<file path="src/hw/rtl/chr_pkg.sv">
`default_nettype none
// ---------------------------------------------------------------------------
// chr_pkg
// Shared types and constants of the consistent hash ring.
// ---------------------------------------------------------------------------
package chr_pkg;

   localparam int VNODES_EACH  = 16;
   localparam int RING_DEPTH   = 1024;
   localparam int NODE_ID_BITS = 16;

   localparam int ADDR_W = $clog2(RING_DEPTH);
   localparam int CNT_W  = ADDR_W + 1;

   // decimal digit slots of the node id and vnode index in labels
   localparam int NODE_DIGITS = 5;
   localparam int VN_DIGITS   = 3;

   localparam logic [31:0] HSEED = 32'h5bd1e995;

   typedef enum logic [2:0] {
      FN_KEY    = 3'd0,
      FN_ADD    = 3'd1,
      FN_REMOVE = 3'd2,
      FN_OWN    = 3'd3,
      FN_CLEAR  = 3'd4
   } func_type;

   typedef enum logic [1:0] {
      STAT_OK     = 2'd0,
      STAT_REJECT = 2'd1,
      STAT_EMPTY  = 2'd2
   } status_type;

   typedef enum logic [1:0] {
      MM_BLOCK  = 2'd0,
      MM_TAIL   = 2'd1,
      MM_FINISH = 2'd2
   } mm_op_type;

   typedef struct packed {
      logic        start;
      mm_op_type   op;
      logic [31:0] h;
      logic [31:0] k;
      logic [31:0] len;
   } mm_req_type;

   typedef struct packed {
      logic        done;
      logic [31:0] h;
   } mm_rsp_type;

   typedef struct packed {
      logic [15:0] node;
      logic [31:0] hash;
   } entry_type;

endpackage
`default_nettype wire

</file>
<file path="src/hw/rtl/chr_murmur.sv">
`default_nettype none
// ---------------------------------------------------------------------------
// chr_murmur
// MurmurHash3 x86_32 step unit: block mix, tail mix or finalize,
// all on one shared 32x32 multiplier.
// ---------------------------------------------------------------------------
module chr_murmur (
   input  wire logic               clock,
   input  wire logic               reset,
   input  wire chr_pkg::mm_req_type mm_req,
   output      chr_pkg::mm_rsp_type mm_rsp
);

   localparam logic [31:0] C1 = 32'hcc9e2d51;
   localparam logic [31:0] C2 = 32'h1b873593;
   localparam logic [31:0] C3 = 32'h85ebca6b;
   localparam logic [31:0] C4 = 32'hc2b2ae35;
   localparam logic [31:0] CA = 32'he6546b64;

   logic                busy_ff;
   logic                done_ff;
   logic [1:0]          step_ff;
   chr_pkg::mm_op_type  op_ff;
   logic [31:0]         h_ff;
   logic [31:0]         k_ff;
   logic [31:0]         len_ff;

   logic [31:0] fin0, fin1, mix, mixr, blk, mul_a, mul_b, prod;

   always_comb begin
      fin0 = h_ff ^ len_ff;
      fin0 = fin0 ^ (fin0 >> 16);
      fin1 = h_ff ^ (h_ff >> 13);
      mix  = h_ff ^ k_ff;
      mixr = {mix[18:0], mix[31:19]};
      blk  = mixr + (mixr << 2) + CA;
      if (step_ff == 2'd0) begin
         mul_a = (op_ff == chr_pkg::MM_FINISH) ? fin0 : k_ff;
         mul_b = (op_ff == chr_pkg::MM_FINISH) ? C3 : C1;
      end else begin
         mul_a = (op_ff == chr_pkg::MM_FINISH) ? fin1 : {k_ff[16:0], k_ff[31:17]};
         mul_b = (op_ff == chr_pkg::MM_FINISH) ? C4 : C2;
      end
      prod = mul_a * mul_b;
   end

   always_ff @(posedge clock) begin
      if (reset) begin
         busy_ff <= 1'b0;
         done_ff <= 1'b0;
         step_ff <= 2'd0;
      end else begin
         done_ff <= 1'b0;
         if (mm_req.start) begin
            busy_ff <= 1'b1;
            step_ff <= 2'd0;
            op_ff   <= mm_req.op;
            h_ff    <= mm_req.h;
            k_ff    <= mm_req.k;
            len_ff  <= mm_req.len;
         end else if (busy_ff) begin
            if (step_ff != 2'd2) begin
               if (op_ff == chr_pkg::MM_FINISH) h_ff <= prod;
               else k_ff <= prod;
               step_ff <= step_ff + 2'd1;
            end else begin
               busy_ff <= 1'b0;
               done_ff <= 1'b1;
               unique case (op_ff)
                  chr_pkg::MM_BLOCK:  h_ff <= blk;
                  chr_pkg::MM_TAIL:   h_ff <= mix;
                  chr_pkg::MM_FINISH: h_ff <= h_ff ^ (h_ff >> 16);
                  default:            h_ff <= h_ff;
               endcase
            end
         end
      end
   end

   assign mm_rsp.done = done_ff;
   assign mm_rsp.h    = h_ff;

endmodule
`default_nettype wire

</file>
<file path="config.mk">
export PLATFORM = sky130hd
export DESIGN_NAME = chr_murmur
export DESIGN_NICKNAME = d
export VERILOG_FILES = /design/src/hw/rtl/chr_pkg.sv /design/src/hw/rtl/chr_murmur.sv
export SDC_FILE = /design/constraint.sdc
export NUM_CORES = 1
export LEC_CHECK = 0
export ABC_CLOCK_PERIOD_IN_PS = 15300
export BUFFER_PORTS_ARGS = -buffer_cell sky130_fd_sc_hd__buf_2
export CAP_MARGIN = 10
export CORE_ASPECT_RATIO = 0.5
export CORE_UTILIZATION = 30
export CTS_BUF_LIST = sky130_fd_sc_hd__clkbuf_4 sky130_fd_sc_hd__clkbuf_8
export DETAILED_ROUTE_END_ITERATION = 7
export GPL_ROUTABILITY_DRIVEN = 1
export SYNTH_ARGS = -nofsm -noshare
export SYNTH_HDL_FRONTEND = slang
export SYNTH_SLANG_ARGS = --single-unit
</file>
<file path="constraint.sdc">
create_clock -name clock -period 15.3 [get_ports clock]
set_clock_uncertainty 0.2 [all_clocks]
set_input_delay 3.06 -clock clock [delete_from_list [all_inputs] [get_ports clock]]
set_output_delay 3.06 -clock clock [all_outputs]
set_load 0.03 [all_outputs]
</file>
==> impl_metrics.yaml <==
timing:
  finalHoldViolCount: 0
  rsz0062_at_grt: "false"
  slew_headroom: 0.106
  min_period_ps: 10790
  period_share: 0.705
  setup_viol: 0
  worstMarginPinSlew_ps: 1340
  setup_tns_ps: 0
  drv_slew: 0
  clock.fmax_ghz: 0.0927
routing:
  wl_per_cell_um: 25.0
  drt-pass1-iter-count: 8
  vias: 18300
  drtIter0Drc: 2389
  postRouteAntennaNets: 0
  drt_wl_total_um: 89000
  drc: 0
  viasPerCell: 5.14
critical_path:
  path_common_cell: "fa_1"
  crit_fanout: 54
  cp.depth: 30
  crit_family: "adder cells"
  path_buf_inv: 7
  r2r_cells: 30
  worstPathArrival_ps: 10780
  critPathKind: "flip-flop to flip-flop"
  startpoint_type: "flip-flop"
  cp_slowest_cell: "a211oi_1"
  cp_slowest_stage_delay_ps: 910
  critPathRequiredTime_ps: 15290
  crit_path_end_kind: "flip-flop"
synthesis:
  yosys_register_bits: 102
  synth-async-reset-ratio: 0
  ys.warnings.count: 0
  syn_area_sq_mm: 0.0231
  synth_area_per_cell_sq_um: 9.35
  syn-num-nets: 3170
  synth_top_area_frac: 0.338
  yosys-top-cells-area: "fa_1 34%, edfxtp_1 13%, ha_1 11%"
  synth-edff-count: 98
  synthCells: 2473
  synth_top_area_cell: "fa_1"
  synth.distinct_cells: 75
  seq_area_frac_synth: 0.131
  ys.flop_type: "edfxtp_1"
cts:
  htreeDepth: 3
  cts_resized: 0
  hold_buffers: 0
  tritoncts: "yes"
  path_clk_slew_ps: 120
  cts-root-buf: "clkbuf_8"
  cts_buffers: 9
  worst_skew_pair.late_latency_ps: 420
  post-cts-setup-buffer-count: 0
  cts.sinks: 102
  cts_buffer_depth: 2
finish:
  nets: 3226
  fill_cells: 7911
  area_growth_pct: 8.35
  drive_gt1_frac: 0.0908
die:
  start_util: 0.306
  design.die.area_sq_mm: 0.0783
  core_area_sq_mm: 0.0757
  die_width_um: 395
  num_io_pins: 134
  die_h_um: 198
  num_rows: 71
global_routing:
  antenna_found_initial: 6
  gr-usage-all-layers: 0.229
  grt_pass1_vias: 18800
  grt_pass1_wl_um: 129000
  grt_max_degree: 93
  grt-ovfl-total: 0
placed_design:
  place_congestion: 1.02
  dp_hpwl_um: 76100
  port_buffers: 133
min_path:
  whs_path_depth: 1
  hp-class: "flip-flop to flip-flop"
outcome:
  status: "finished, final reports clean"
run:
  maxCapViolCount: 0
-- through the flow --
step                      hold slack, ps  worst slack, ps  cells  cell area [sq um]   util
final                                322             4510   3559              25100  0.331
after global routing                 336             4120   3558              25100  0.331
after CTS                            322             4830   3555              25000  0.331
after detailed placement             301             4900   3539              24800  0.328
after global placement               310             4980   3539              24800  0.328
after floorplan                      262             5700   2473              23100      -
-- layout make-up --
class | instances | area (sq um) | area share
Antenna cell | 3 | 7.51 | 0.000300
Clock buffer | 9 | 124 | 0.00494
Clock inverter | 7 | 100 | 0.00400
Inverter | 553 | 2080 | 0.0828
Multi-Input combinational cell | 1709 | 17600 | 0.703
Sequential cell | 102 | 3020 | 0.121
Tap cell | 1022 | 1280 | 0.0510
Timing Repair Buffer | 154 | 826 | 0.0330
-- final timing paths --
path | to | slack (ps) | startpoint
setup / recovery | k_ff[31] | 4510 | op_ff[0]
hold / removal | done_ff | 320 | busy_ff
setup reg to reg | k_ff[31] | 4510 | op_ff[0]
hold reg to reg | done_ff | 320 | busy_ff
-- logic make-up after synthesis --
family	Yosys count	synth area share
mux	36	0.0179
flops	102	0.131
xor+xnor	227	0.0906
buf+inv	662	0.109
simple gates	482	0.0970
compound gates	368	0.105
fa+ha+maj	596	0.449
-- cells in the mapped netlist (5+ instances only) --
cell type / count
o21ai_0: 77
and2_1: 53
nand2b_1: 27
o22ai_1: 11
buf_1: 9
nand3_1: 15
o21ai_1: 6
nand2_1: 180
o21bai_1: 18
a211oi_1: 31
a21oi_1: 82
clkbuf_1: 85
xnor2_1: 156
o211ai_1: 17
a21o_1: 24
a221oi_1: 13
xor2_1: 62
and3_1: 7
nor2_1: 121
ha_1: 206
edfxtp_1: 98
a31oi_1: 13
buf_2: 9
inv_1: 549
a211o_1: 5
o221ai_1: 8
fa_1: 390
mux2i_1: 20
a221o_1: 5
nor2b_1: 25
o21a_1: 6
o221a_2: 7
a21boi_0: 5
o31ai_1: 10
mux2_2: 13
or2_2: 12
xnor3_1: 5
nand4_1: 6
nor3_1: 18
-- metal layers --
layer	up-vias	GRT usage	wire length, um
li1	7909	-	-
met1	9155	0.307	36300
met2	1025	0.356	39200
met3	214	0.0429	8660
met4	8	0.111	4880
met5	-	0	53
-- worst reg2reg max path, delay by kind of cell (launching register included) --
family / cells / cell delay, ps
buf+inv: 7 / 1120
simple gates: 5 / 1500
xor+xnor: 1 / 160
flops: 1 / 420
mux: 1 / 260
fa+ha+maj: 10 / 4840
compound gates: 6 / 2050
-- layout by cell type (no fill, tap or decap), types with 11 or more instances in the layout --
master,n
nand3_1,15
nor2b_1,25
nand2_1,180
a21oi_1,81
a21o_1,24
ha_1,203
a31oi_1,13
a221oi_1,13
o21bai_1,18
inv_1,549
and2_1,53
nor3_1,18
mux2i_1,20
nand2b_1,27
xnor2_1,156
buf_4,22
o211ai_1,17
xor2_1,62
nor2_1,119
edfxtp_1,98
buf_2,132
o22ai_1,11
or2_2,12
mux2_2,13
o21ai_0,76
a211oi_1,30
fa_1,390
-- flip-flops by register name (all words and copies together), names as in the netlist --
name / count
h_ff: 32
k_ff: 32
len_ff: 32
op_ff: 2
step_ff: 2
busy_ff: 1
done_ff: 1
Power is not shown: default switching activity piles up to over one toggle a cycle in this logic, so the estimate is an artifact.
